`src/rtl/core/civ_pkg.sv`:
```
// Shared types, codes and constants of the Chebyshev low-pass IIR unit.
// Holds the control word layout, the microprogram ROM and the binomial table.
// No dependencies.
package civ_pkg;

   localparam int SAMPLE_W  = 16;
   localparam int COEF_W    = 32;
   localparam int STATE_W   = 48;
   localparam int NUM_FB    = 4;
   localparam int CSR_IDX_W = 3;
   localparam int BINOM_W   = 8;
   localparam int MAX_ORDER = 8;

   localparam logic [CSR_IDX_W-1:0] REG_GAIN = 3'd0;
   localparam logic [CSR_IDX_W-1:0] REG_FB1  = 3'd1;

   localparam int STEP_W = 3;
   localparam logic [STEP_W-1:0] STEP_IDLE  = 3'd0;
   localparam logic [STEP_W-1:0] STEP_GAIN0 = 3'd1;
   localparam logic [STEP_W-1:0] STEP_YOUT  = 3'd2;
   localparam logic [STEP_W-1:0] STEP_TAP_A = 3'd3;
   localparam logic [STEP_W-1:0] STEP_TAP_B = 3'd4;
   localparam logic [STEP_W-1:0] STEP_FIN   = 3'd5;

   localparam logic [1:0] MUL_NONE = 2'd0;
   localparam logic [1:0] MUL_GAIN = 2'd1;
   localparam logic [1:0] MUL_FB   = 2'd2;

   localparam logic [2:0] SEQ_NEXT     = 3'd0;
   localparam logic [2:0] SEQ_WAIT_IN  = 3'd1;
   localparam logic [2:0] SEQ_LOOP     = 3'd2;
   localparam logic [2:0] SEQ_WAIT_OUT = 3'd3;
   localparam logic [2:0] SEQ_JUMP     = 3'd4;

   typedef logic signed [COEF_W-1:0] tap_type;

   typedef struct packed {
      logic              take_in;
      logic [1:0]        mul_sel;
      logic              cx_ld;
      logic              t_inc;
      logic              y_ld;
      logic              acc_ld;
      logic              d_wr;
      logic              out_ld;
      logic [2:0]        seq;
      logic [STEP_W-1:0] target;
   } ucode_type;

   typedef struct packed {
      logic in_xfer;
      logic last_tap;
      logic out_free;
   } status_type;

   function automatic ucode_type ucode_rom(input logic [STEP_W-1:0] step);
      ucode_type w;
      w = '0;
      unique case (step)
         STEP_IDLE: begin
            w.take_in = 1'b1;
            w.seq     = SEQ_WAIT_IN;
         end
         STEP_GAIN0: begin
            w.mul_sel = MUL_GAIN;
            w.cx_ld   = 1'b1;
            w.t_inc   = 1'b1;
            w.seq     = SEQ_NEXT;
         end
         STEP_YOUT: begin
            w.y_ld = 1'b1;
            w.seq  = SEQ_NEXT;
         end
         STEP_TAP_A: begin
            w.mul_sel = MUL_GAIN;
            w.d_wr    = 1'b1;
            w.seq     = SEQ_NEXT;
         end
         STEP_TAP_B: begin
            w.mul_sel = MUL_FB;
            w.acc_ld  = 1'b1;
            w.cx_ld   = 1'b1;
            w.t_inc   = 1'b1;
            w.seq     = SEQ_LOOP;
            w.target  = STEP_TAP_A;
         end
         STEP_FIN: begin
            w.d_wr   = 1'b1;
            w.out_ld = 1'b1;
            w.seq    = SEQ_WAIT_OUT;
            w.target = STEP_IDLE;
         end
         default: begin
            w.seq    = SEQ_JUMP;
            w.target = STEP_IDLE;
         end
      endcase
      return w;
   endfunction

   // Pascal row n, entry k; zero outside the row
   function automatic logic [BINOM_W-1:0] binom_coef(input int n, input int k);
      logic [BINOM_W-1:0] row [0:MAX_ORDER];
      for (int j = 0; j <= MAX_ORDER; j++) begin
         row[j] = (j == 0) ? BINOM_W'(1) : '0;
      end
      for (int r = 1; r <= MAX_ORDER; r++) begin
         if (r <= n) begin
            for (int j = MAX_ORDER; j >= 1; j--) begin
               row[j] = row[j] + row[j-1];
            end
         end
      end
      if (k < 0 || k > n) begin
         return '0;
      end
      return row[k];
   endfunction

endpackage

```
`src/rtl/core/civ_req_if.sv`:
```
// Input sample channel of the Chebyshev low-pass IIR unit.
// Depends on civ_pkg for the sample width.
interface civ_req_if;
   logic                                  valid;
   logic                                  ready;
   logic signed [civ_pkg::SAMPLE_W-1:0]   sample_in;

   modport source (output valid, output sample_in, input ready);
   modport sink   (input valid, input sample_in, output ready);
endinterface

```
`src/rtl/core/civ_rsp_if.sv`:
```
// Result channel of the Chebyshev low-pass IIR unit.
// Depends on civ_pkg for the sample width.
interface civ_rsp_if;
   logic                                  valid;
   logic                                  ready;
   logic signed [civ_pkg::SAMPLE_W-1:0]   sample_out;
   logic                                  clipped;

   modport source (output valid, output sample_out, output clipped, input ready);
   modport sink   (input valid, input sample_out, input clipped, output ready);
endinterface

```
`src/rtl/core/civ_csr_if.sv`:
```
// Register write channel of the Chebyshev low-pass IIR unit.
// Depends on civ_pkg for index and data widths.
interface civ_csr_if;
   logic                              valid;
   logic                              ready;
   logic [civ_pkg::CSR_IDX_W-1:0]     index;
   logic [civ_pkg::COEF_W-1:0]        data;

   modport source (output valid, output index, output data, input ready);
   modport sink   (input valid, input index, input data, output ready);
endinterface

```
`src/rtl/core/civ_csr_regs.sv`:
```
// Gain and feedback tap registers of the Chebyshev low-pass IIR unit.
// Depends on civ_pkg and civ_csr_if.
module civ_csr_regs (
   input  logic                        clock,
   input  logic                        reset,
   civ_csr_if.sink                     csr_ch,
   output logic [civ_pkg::COEF_W-1:0]  gain,
   output civ_pkg::tap_type            fb_coef [civ_pkg::NUM_FB]
);
   import civ_pkg::*;

   logic [COEF_W-1:0] gain_ff, gain_in;
   tap_type           coef_ff [NUM_FB];
   tap_type           coef_in [NUM_FB];
   logic              wr_xfer;

   assign csr_ch.ready = 1'b1;
   assign wr_xfer      = csr_ch.valid;

   always_comb begin
      gain_in = gain_ff;
      for (int j = 0; j < NUM_FB; j++) begin
         coef_in[j] = coef_ff[j];
      end
      if (wr_xfer) begin
         if (csr_ch.index == REG_GAIN) begin
            gain_in = csr_ch.data;
         end
         for (int j = 0; j < NUM_FB; j++) begin
            if (csr_ch.index == REG_FB1 + CSR_IDX_W'(j)) begin
               coef_in[j] = csr_ch.data;
            end
         end
      end
   end

   always_ff @(posedge clock) begin
      if (reset) begin
         gain_ff <= '0;
         for (int j = 0; j < NUM_FB; j++) begin
            coef_ff[j] <= '0;
         end
      end else begin
         gain_ff <= gain_in;
         for (int j = 0; j < NUM_FB; j++) begin
            coef_ff[j] <= coef_in[j];
         end
      end
   end

   assign gain = gain_ff;
   always_comb begin
      for (int j = 0; j < NUM_FB; j++) begin
         fb_coef[j] = coef_ff[j];
      end
   end

endmodule

```
`src/rtl/core/civ_sequencer.sv`:
```
// Microprogram counter of the Chebyshev low-pass IIR unit.
// Depends on civ_pkg for the control word ROM and the status struct.
module civ_sequencer (
   input  logic                   clock,
   input  logic                   reset,
   input  civ_pkg::status_type    stat,
   output civ_pkg::ucode_type     ctrl
);
   import civ_pkg::*;

   logic [STEP_W-1:0] pc_ff, pc_in;

   assign ctrl = ucode_rom(pc_ff);

   always_comb begin
      unique case (ctrl.seq)
         SEQ_NEXT:     pc_in = pc_ff + STEP_W'(1);
         SEQ_WAIT_IN:  pc_in = stat.in_xfer ? pc_ff + STEP_W'(1) : pc_ff;
         SEQ_LOOP:     pc_in = stat.last_tap ? pc_ff + STEP_W'(1) : ctrl.target;
         SEQ_WAIT_OUT: pc_in = stat.out_free ? ctrl.target : pc_ff;
         SEQ_JUMP:     pc_in = ctrl.target;
         default:      pc_in = STEP_IDLE;
      endcase
   end

   always_ff @(posedge clock) begin
      if (reset) begin
         pc_ff <= STEP_IDLE;
      end else begin
         pc_ff <= pc_in;
      end
   end

endmodule

```
`src/rtl/core/civ_datapath.sv`:
```
// Datapath of the Chebyshev low-pass IIR unit: shared multiplier, delay state,
// rounding, saturation and output register. Depends on civ_pkg and the channel interfaces.
module civ_datapath #(
   parameter int ORDER = 4
) (
   input  logic                        clock,
   input  logic                        reset,
   input  civ_pkg::ucode_type          ctrl,
   output civ_pkg::status_type         stat,
   civ_req_if.sink                     req_ch,
   civ_rsp_if.source                   rsp_ch,
   input  logic [civ_pkg::COEF_W-1:0]  gain,
   input  civ_pkg::tap_type            fb_coef [civ_pkg::NUM_FB]
);
   import civ_pkg::*;

   localparam int TW     = $clog2(ORDER + 1);
   localparam int IDXW   = (ORDER > 1) ? $clog2(ORDER) : 1;
   localparam int CX_W   = 24;
   localparam int PROD_W = COEF_W + 1 + CX_W;
   localparam int ACC_W  = STATE_W + 2;
   localparam int P_W    = PROD_W - 8;
   localparam logic signed [PROD_W-1:0] RND_HALF = PROD_W'(128);
   localparam logic signed [ACC_W-1:0]  Y_HALF   = ACC_W'(64'd8388608);
   localparam logic signed [PROD_W-1:0] D_MAX    = PROD_W'(64'h7FFF_FFFF_FFFF);
   localparam logic signed [PROD_W-1:0] D_MIN    = -D_MAX - PROD_W'(1);
   localparam logic signed [25:0]       Y_MAX    = 26'sd32767;
   localparam logic signed [25:0]       Y_MIN    = -26'sd32768;

   logic signed [SAMPLE_W-1:0] x_ff, x_in;
   logic signed [CX_W-1:0]     cx_ff, cx_in;
   logic signed [PROD_W-1:0]   prod_ff, prod_in;
   logic signed [ACC_W-1:0]    acc_ff, acc_in;
   logic signed [SAMPLE_W-1:0] y_ff, y_in;
   logic                       clip_ff, clip_in;
   logic [TW-1:0]              t_ff, t_in;
   logic [IDXW-1:0]            wi_ff, wi_in;
   logic                       pend_ff, pend_in;
   logic signed [STATE_W-1:0]  d_ff [ORDER];
   logic signed [STATE_W-1:0]  d_in [ORDER];
   logic                       out_valid_ff, out_valid_in;
   logic signed [SAMPLE_W-1:0] out_sample_ff, out_sample_in;
   logic                       out_clip_ff, out_clip_in;

   logic                       in_xfer;
   logic                       out_free;
   logic [BINOM_W-1:0]         coef_c;
   logic signed [CX_W:0]       cx_full;
   tap_type                    a_sel;
   logic signed [COEF_W:0]     opa;
   logic signed [CX_W-1:0]     opb;
   logic signed [PROD_W-1:0]   mul_out;
   logic signed [PROD_W-1:0]   rnd_sum;
   logic signed [P_W-1:0]      p_rnd;
   logic signed [STATE_W-1:0]  d_rd;
   logic signed [ACC_W-1:0]    s_sum;
   logic signed [25:0]         y_wide;
   logic signed [SAMPLE_W-1:0] y_sat;
   logic                       y_clip;
   logic signed [PROD_W-1:0]   diff;
   logic signed [STATE_W-1:0]  nd;

   assign req_ch.ready = ctrl.take_in;
   assign in_xfer      = req_ch.valid && ctrl.take_in;
   assign out_free     = !out_valid_ff || rsp_ch.ready;

   assign stat.in_xfer  = in_xfer;
   assign stat.last_tap = (int'(t_ff) == ORDER);
   assign stat.out_free = out_free;

   assign coef_c  = binom_coef(ORDER, int'(t_ff) + 1);
   assign cx_full = x_ff * $signed({1'b0, coef_c});

   always_comb begin
      a_sel = '0;
      for (int j = 0; j < NUM_FB; j++) begin
         if (int'(t_ff) == j + 1) begin
            a_sel = fb_coef[j];
         end
      end
   end

   always_comb begin
      case (ctrl.mul_sel)
         MUL_GAIN: begin
            opa = $signed({1'b0, gain});
            opb = cx_ff;
         end
         MUL_FB: begin
            opa = {a_sel[COEF_W-1], a_sel};
            opb = {{(CX_W - SAMPLE_W){y_ff[SAMPLE_W-1]}}, y_ff};
         end
         default: begin
            opa = '0;
            opb = '0;
         end
      endcase
   end

   assign mul_out = opa * opb;

   assign rnd_sum = prod_ff + RND_HALF;
   assign p_rnd   = rnd_sum[PROD_W-1:8];
   assign d_rd    = (int'(t_ff) < ORDER) ? d_ff[t_ff[IDXW-1:0]] : '0;

   assign s_sum  = {{(ACC_W - P_W){p_rnd[P_W-1]}}, p_rnd}
                 + {{(ACC_W - STATE_W){d_ff[0][STATE_W-1]}}, d_ff[0]} + Y_HALF;
   assign y_wide = s_sum[ACC_W-1:24];

   always_comb begin
      y_clip = 1'b0;
      y_sat  = y_wide[SAMPLE_W-1:0];
      if (y_wide > Y_MAX) begin
         y_sat  = Y_MAX[SAMPLE_W-1:0];
         y_clip = 1'b1;
      end else if (y_wide < Y_MIN) begin
         y_sat  = Y_MIN[SAMPLE_W-1:0];
         y_clip = 1'b1;
      end
   end

   assign diff = {{(PROD_W - ACC_W){acc_ff[ACC_W-1]}}, acc_ff} - prod_ff;

   always_comb begin
      if (diff > D_MAX) begin
         nd = D_MAX[STATE_W-1:0];
      end else if (diff < D_MIN) begin
         nd = D_MIN[STATE_W-1:0];
      end else begin
         nd = diff[STATE_W-1:0];
      end
   end

   always_comb begin
      x_in          = x_ff;
      cx_in         = cx_ff;
      prod_in       = prod_ff;
      acc_in        = acc_ff;
      y_in          = y_ff;
      clip_in       = clip_ff;
      t_in          = t_ff;
      wi_in         = wi_ff;
      pend_in       = pend_ff;
      out_valid_in  = out_valid_ff;
      out_sample_in = out_sample_ff;
      out_clip_in   = out_clip_ff;
      for (int j = 0; j < ORDER; j++) begin
         d_in[j] = d_ff[j];
      end

      if (in_xfer) begin
         x_in    = req_ch.sample_in;
         cx_in   = {{(CX_W - SAMPLE_W){req_ch.sample_in[SAMPLE_W-1]}}, req_ch.sample_in};
         t_in    = '0;
         pend_in = 1'b0;
      end
      if (ctrl.mul_sel != MUL_NONE) begin
         prod_in = mul_out;
      end
      if (ctrl.cx_ld) begin
         cx_in = cx_full[CX_W-1:0];
      end
      if (ctrl.t_inc) begin
         t_in = t_ff + TW'(1);
      end
      if (ctrl.y_ld) begin
         y_in    = y_sat;
         clip_in = y_clip;
      end
      if (ctrl.acc_ld) begin
         acc_in  = {{(ACC_W - P_W){p_rnd[P_W-1]}}, p_rnd}
                 + {{(ACC_W - STATE_W){d_rd[STATE_W-1]}}, d_rd};
         wi_in   = IDXW'(t_ff - TW'(1));
         pend_in = 1'b1;
      end
      if (ctrl.d_wr && pend_ff) begin
         d_in[wi_ff] = nd;
      end
      if (ctrl.out_ld && out_free) begin
         out_valid_in  = 1'b1;
         out_sample_in = y_ff;
         out_clip_in   = clip_ff;
      end else if (rsp_ch.ready) begin
         out_valid_in = 1'b0;
      end
   end

   always_ff @(posedge clock) begin
      if (reset) begin
         t_ff         <= '0;
         pend_ff      <= 1'b0;
         out_valid_ff <= 1'b0;
         for (int j = 0; j < ORDER; j++) begin
            d_ff[j] <= '0;
         end
      end else begin
         t_ff         <= t_in;
         pend_ff      <= pend_in;
         out_valid_ff <= out_valid_in;
         for (int j = 0; j < ORDER; j++) begin
            d_ff[j] <= d_in[j];
         end
      end
   end

   always_ff @(posedge clock) begin
      x_ff          <= x_in;
      cx_ff         <= cx_in;
      prod_ff       <= prod_in;
      acc_ff        <= acc_in;
      y_ff          <= y_in;
      clip_ff       <= clip_in;
      wi_ff         <= wi_in;
      out_sample_ff <= out_sample_in;
      out_clip_ff   <= out_clip_in;
   end

   assign rsp_ch.valid      = out_valid_ff;
   assign rsp_ch.sample_out = out_sample_ff;
   assign rsp_ch.clipped    = out_clip_ff;

endmodule

```
`src/rtl/core/chebyshev_lowpass_iir_unit.sv`:
```
// Top level of the Chebyshev low-pass IIR unit: registers, sequencer, datapath.
// Depends on civ_pkg, the channel interfaces, civ_csr_regs, civ_sequencer, civ_datapath.
//
//   channel  direction  payload                         transfer
//   req_ch   in         sample_in[15:0]                 valid && ready
//   rsp_ch   out        sample_out[15:0], clipped       valid && ready
//   csr_ch   in         index[2:0], data[31:0]          valid && ready, ready tied high
//
// A new sample is taken only once the last one has passed every tap; the single
// 33x24 multiplier forms one gain product and one feedback product per tap.
// A result stays in the output register until taken; the next sample is
// taken meanwhile, and the sequencer holds only if a second result is ready.
// Reset clears taps, gain, delay state and the output valid.
module chebyshev_lowpass_iir_unit #(
   parameter int ORDER = 4
) (
   input  logic        clock,
   input  logic        reset,
   civ_req_if.sink     req_ch,
   civ_rsp_if.source   rsp_ch,
   civ_csr_if.sink     csr_ch
);
   import civ_pkg::*;

   logic [COEF_W-1:0] gain;
   tap_type           fb_coef [NUM_FB];
   ucode_type         ctrl;
   status_type        stat;

   civ_csr_regs u_regs (
      .clock   (clock),
      .reset   (reset),
      .csr_ch  (csr_ch),
      .gain    (gain),
      .fb_coef (fb_coef)
   );

   civ_sequencer u_seq (
      .clock (clock),
      .reset (reset),
      .stat  (stat),
      .ctrl  (ctrl)
   );

   civ_datapath #(
      .ORDER (ORDER)
   ) u_dp (
      .clock   (clock),
      .reset   (reset),
      .ctrl    (ctrl),
      .stat    (stat),
      .req_ch  (req_ch),
      .rsp_ch  (rsp_ch),
      .gain    (gain),
      .fb_coef (fb_coef)
   );

endmodule

```
`src/flat_wrapper.sv`:
```
// flat-port wrapper written by rule: the top's interface ports become plain ports
module chebyshev_lowpass_iir_unit_flat import civ_pkg::*;
#(
   parameter int ORDER = 4
)
  (clock, reset, req_ch_valid, req_ch_sample_in, req_ch_ready, rsp_ch_valid, rsp_ch_sample_out, rsp_ch_clipped, rsp_ch_ready, csr_ch_valid, csr_ch_index, csr_ch_data, csr_ch_ready);
  civ_req_if req_ch_i ();
  civ_rsp_if rsp_ch_i ();
  civ_csr_if csr_ch_i ();
  input  logic clock;
  input  logic reset;
  input wire logic [$bits(req_ch_i.valid)-1:0] req_ch_valid;
  input wire logic [$bits(req_ch_i.sample_in)-1:0] req_ch_sample_in;
  output wire logic [$bits(req_ch_i.ready)-1:0] req_ch_ready;
  output wire logic [$bits(rsp_ch_i.valid)-1:0] rsp_ch_valid;
  output wire logic [$bits(rsp_ch_i.sample_out)-1:0] rsp_ch_sample_out;
  output wire logic [$bits(rsp_ch_i.clipped)-1:0] rsp_ch_clipped;
  input wire logic [$bits(rsp_ch_i.ready)-1:0] rsp_ch_ready;
  input wire logic [$bits(csr_ch_i.valid)-1:0] csr_ch_valid;
  input wire logic [$bits(csr_ch_i.index)-1:0] csr_ch_index;
  input wire logic [$bits(csr_ch_i.data)-1:0] csr_ch_data;
  output wire logic [$bits(csr_ch_i.ready)-1:0] csr_ch_ready;
  assign req_ch_i.valid = req_ch_valid;
  assign req_ch_i.sample_in = req_ch_sample_in;
  assign req_ch_ready = req_ch_i.ready;
  assign rsp_ch_valid = rsp_ch_i.valid;
  assign rsp_ch_sample_out = rsp_ch_i.sample_out;
  assign rsp_ch_clipped = rsp_ch_i.clipped;
  assign rsp_ch_i.ready = rsp_ch_ready;
  assign csr_ch_i.valid = csr_ch_valid;
  assign csr_ch_i.index = csr_ch_index;
  assign csr_ch_i.data = csr_ch_data;
  assign csr_ch_ready = csr_ch_i.ready;
  chebyshev_lowpass_iir_unit #(.ORDER(ORDER)) u_core (.clock(clock), .reset(reset), .req_ch(req_ch_i), .rsp_ch(rsp_ch_i), .csr_ch(csr_ch_i));
endmodule
```
`config.mk`:
```
export PLATFORM = sky130hd
export DESIGN_NAME = chebyshev_lowpass_iir_unit_flat
export DESIGN_NICKNAME = d
export VERILOG_FILES = /design/src/rtl/core/civ_pkg.sv /design/src/rtl/core/civ_req_if.sv /design/src/rtl/core/civ_rsp_if.sv /design/src/rtl/core/civ_csr_if.sv /design/src/rtl/core/civ_csr_regs.sv /design/src/rtl/core/civ_sequencer.sv /design/src/rtl/core/civ_datapath.sv /design/src/rtl/core/chebyshev_lowpass_iir_unit.sv /design/src/flat_wrapper.sv
export SDC_FILE = /design/constraint.sdc
export NUM_CORES = 2
export LEC_CHECK = 0
export BUFFER_PORTS_ARGS = -buffer_cell sky130_fd_sc_hd__buf_4
export CAP_MARGIN = 25
export CORE_ASPECT_RATIO = 0.8
export CORE_MARGIN = 2
export CORE_UTILIZATION = 45
export DETAILED_ROUTE_END_ITERATION = 10
export PLACE_DENSITY = 0.6
export SYNTH_ARGS = -nofsm -noshare
export SYNTH_HDL_FRONTEND = slang
export SYNTH_SLANG_ARGS = --single-unit
export TNS_END_PERCENT = 50
```
`constraint.sdc`:
```
create_clock -name clock -period 12.7 [get_ports clock]
set_clock_uncertainty 0.15 [all_clocks]
set_input_delay 3.81 -clock clock [delete_from_list [all_inputs] [get_ports clock]]
set_output_delay 3.81 -clock clock [all_outputs]
set_load 0.01 [all_outputs]
```
==> implementation parameters <==
Parameter                              Value

Run status
  Outcome    finished clean

Route
  Post-DR wirelength/cell    roughly 24 um
  Number of iterations in the first detailed-routing pass    6
  Routed vias    ~49k
  DRT iter0 DRCs    between 4k and 5k
  Via-to-Cell Ratio    between 5 and 6
  Remaining DRCs    0
  Routed Wire Length    around 200 mm
  Remaining antenna violation count    0

Synthesis
  Mean post-synth cell area    between 8 and 9 um2
  List of most frequent post-synthesis cells    nand2_1 (1070), inv_1 (981), fa_1 (825), nor2_1 (714), a21oi_1 (430)
  Number of storage elements in the synthesis netlist    roughly 550
  EDFF count, synth    roughly 180
  Area fraction of the dominant cell type after synthesis    roughly 28%
  Primary FF master, synth    dfxtp_1
  Cell taking the most area after synthesis    fa_1
  Net count after synthesis    approximately 8.1k
  Synth warn    0
  Top area cells in the synthesized netlist    fa_1 (28%), dfxtp_1 (12%), edfxtp_1 (9.2%)
  Syn Std Cell Area    ~60000 um2
  Library cells used by synthesis    89
  Fraction of synthesis flops using an asynchronous set or reset pin    0%
  Instance count of the mapped netlist    ~6.8k
  Cell with the most instances after synthesis    nand2_1
  Sequential share of the synthesized area    21.23%

Clocking
  Clock transition time at the flip-flop clock pins of the worst setup and hold paths    0.07 ns
  Post-CTS setup-driven buffer insertion count    0
  CTS tree    yes
  Count of cells resized by post-cts repair    0
  Clock sink count    around 550
  Clock Tree Root    clkbuf_16
  Post-CTS Hold Buffers    0
  Number of buffers on the longest clock path    3
  Clock H-tree levels    2
  Total CTS buffers    61
  Clock latency of the later-clocked register in the worst-skew pair    between 0.7 and 0.8 ns

Timing
  Final total negative setup slack    0 ns
  Pin slew with the least headroom to its limit    ~1.2 ns
  Setup repair after global routing missed its margin    false
  Worst-case headroom to the max-slew limit    between 20% and 30%
  Highest Clock Rate    88.77 MHz
  Pins over their slew limit    0
  Clock period minus worst slack    11.27 ns
  Share of the clock period used by the worst path after layout    about 89%
  Final hold vios    0
  Number of endpoints failing setup at the final stage    0

Setup path
  Worst-path cell with the longest stage delay    and2_1
  Most Frequent Cell on Critical Path    fa_1
  Worst endpoint required time    roughly 13 ns
  Setup crit start kind    flop
  CP Data Arrival Time    ~12 ns
  Crit path kind    flop to flop
  Slowest cell delay on critical path    just under 0.7 ns
  Max FO, Critical Path    32
  Element type at the critical path end    flop

Power and ir drop
  Gate power share    35.6%
  Sequential share of power    34.7%
  Clock network fraction of design power    between 20 and 30%
  VDD IR max    around 0.00012 V
  Standby leakage power    0.02859 uW
  Switching fraction of total power    between 30 and 40%
  Switch Pwr    around 2400 uW
  Total power density per cell area    ~95 nW/um2
  Power Total    approximately 6000 uW
  Int Power    3683 uW

Floorplanning
  Die span in y    330.7 um
  Starting density of the core    a little under half
  Die width    412.4 um
  Total number of placement rows    ~120
  I/O pin count    76
  Die area    between 100000 and 150000 um2
  Floorplan Core Area    roughly 130000 um2

Placement
  HPWL Detailed    ~160 mm
  Input/output buffers    74
  Placer's final routability congestion estimate    0.9854

Global routing
  Maximum number of pins on one net before global-route repair    91
  Antenna violations before repair    6
  Total routing resource utilization after global routing    ~30%
  Wire length of the first global-routing pass    308.0 mm
  Vias in the first global route    approximately 48k
  Grt total ovfl    0

Final layout
  Number of antenna diodes    0
  Count of nets after finishing    around 8.0k
  Count of fill cells added during filler insertion    roughly 13k
  Layout-stage area growth over the synthesis result    7.253%
  Fraction of final layout cells with drive strength greater than 1    under 10%

Hold path
  Class of the tightest hold or removal check    flop to flop

Run
  Number of max-capacitance violations reported    0
[cells in the final DEF, fill, tap and decap left out, drive strengths merged, types with 42 or more instances in the layout]
cell type	count
nand2	1070
inv	982
fa	825
nor2	715
a21oi	431
ha	420
dfxtp	362
a211oi	203
edfxtp	183
buf	181
xnor2	179
o21ai	164
a21o	89
and2	86
clkbuf	83
a22oi	75
nand3	64
xor2	61
mux4	48
and3	47
o21bai	44
a22o	42
nand2b	42
[cells by family (layout without fill, tap and decap cells)]
family / Yosys count / count (layout) / share of synthesized area (%)
flops: 545 / 545 / 21.23
mux: 51 / 51 / 1.853
simple gates: 2208 / 2208 / 15.50
buf+inv: 1333 / 1277 / 8.552
xor+xnor: 240 / 240 / 3.502
fa+ha+maj: 1245 / 1245 / 36.27
compound gates: 1215 / 1215 / 13.10
other cells: 1 / 1 / 0.006247
[layout make-up]
| cell class | instances | area [um2] | area share, % |
|---|---|---|---|
| Clock inverter | 31 | 340.3 | 0.5286 |
| Sequential cell | 545 | 12750 | 19.80 |
| Inverter | 982 | 3686 | 5.725 |
| Tap cell | 1754 | 2195 | 3.409 |
| Timing Repair Buffer | 181 | 1455 | 2.260 |
| Multi-Input combinational cell | 4960 | 42290 | 65.69 |
| Clock buffer | 83 | 1670 | 2.594 |
[flip-flops by register name, indices dropped and copies added, names as in the netlist, named ones only]
register,cells
u_core.u_dp.d_ff,192
u_core.u_regs.coef_ff,128
u_core.u_dp.prod_ff,57
u_core.u_dp.acc_ff,50
u_core.u_regs.gain,32
u_core.u_dp.cx_ff,24
u_core.u_dp.rsp_ch.sample_out,16
u_core.u_dp.x_ff,16
u_core.u_dp.y_ff,16
u_core.u_dp.t_ff,3
u_core.u_seq.pc_ff,3
u_core.u_dp.wi_ff,2
u_core.u_dp.clip_ff,1
u_core.u_dp.pend_ff,1
u_core.u_dp.rsp_ch.clipped,1
u_core.u_dp.rsp_ch.valid,1
[final timing paths]
path / start / endpoint / slack [ns] / cells after the start
worst max register to register: u_core.u_dp.t_ff[0]$_SDFFE_PP0N_ / u_core.u_dp.prod_ff[56]$_DFFE_PP_ / 1.43 / 36
worst min register to register: u_core.u_dp.clip_ff$_SDFFCE_PN1N_ / u_core.u_dp.rsp_ch.clipped$_DFFE_PP_ / 0.29 / 0
worst max-delay path: u_core.u_dp.t_ff[0]$_SDFFE_PP0N_ / u_core.u_dp.prod_ff[56]$_DFFE_PP_ / 1.43 / 36
worst min-delay path: u_core.u_dp.clip_ff$_SDFFCE_PN1N_ / u_core.u_dp.rsp_ch.clipped$_DFFE_PP_ / 0.29 / 0
[per-layer routing]
| layer | routed length, um | global-route usage, % | vias up |
|---|---|---|---|
| met5 | 49 | 0 | - |
| met4 | 6364 | 8.545 | 8 |
| met3 | 20830 | 7.391 | 330 |
| met2 | 83770 | 43.93 | 2119 |
| met1 | 91210 | 43.98 | 24300 |
| li1 | - | - | 21980 |
[metrics by stage]
step	util (%)	cell area, um2	hold WS [ns]	worst slack (ns)	std cells
after floorplan	-	60030	0.2503	2.475	6838
after global placement	47.11	62220	0.2706	1.814	8412
after detailed placement	47.16	62290	0.2710	1.681	8417
after CTS	48.69	64300	0.2875	1.636	8531
after global routing	48.75	64390	0.2909	0.9849	8536
final	48.75	64390	0.2864	1.435	8536
[power by group through the flow]
stage                     sequential (uW)  combinational [uW]  clock (uW)
after floorplan                      2050                1450           0
after global placement               2160                2090           0
after detailed placement             2150                2110           0
after CTS                            2120                2130        1850
after global routing                 2130                2370        1920
final                                2120                2180        1820
[critical path, delay by kind of cell, from the launching register on]
family	cells	cell delay [ns]
adders and majority gates	9	4.26
and+or+nand+nor	11	3.38
AOI/OAI and AO/OA	7	1.58
buffers and inverters	8	1.00
DFF	1	0.45
xor gates and xnor gates	1	0.14
Power figures use the tool's default switching activity.
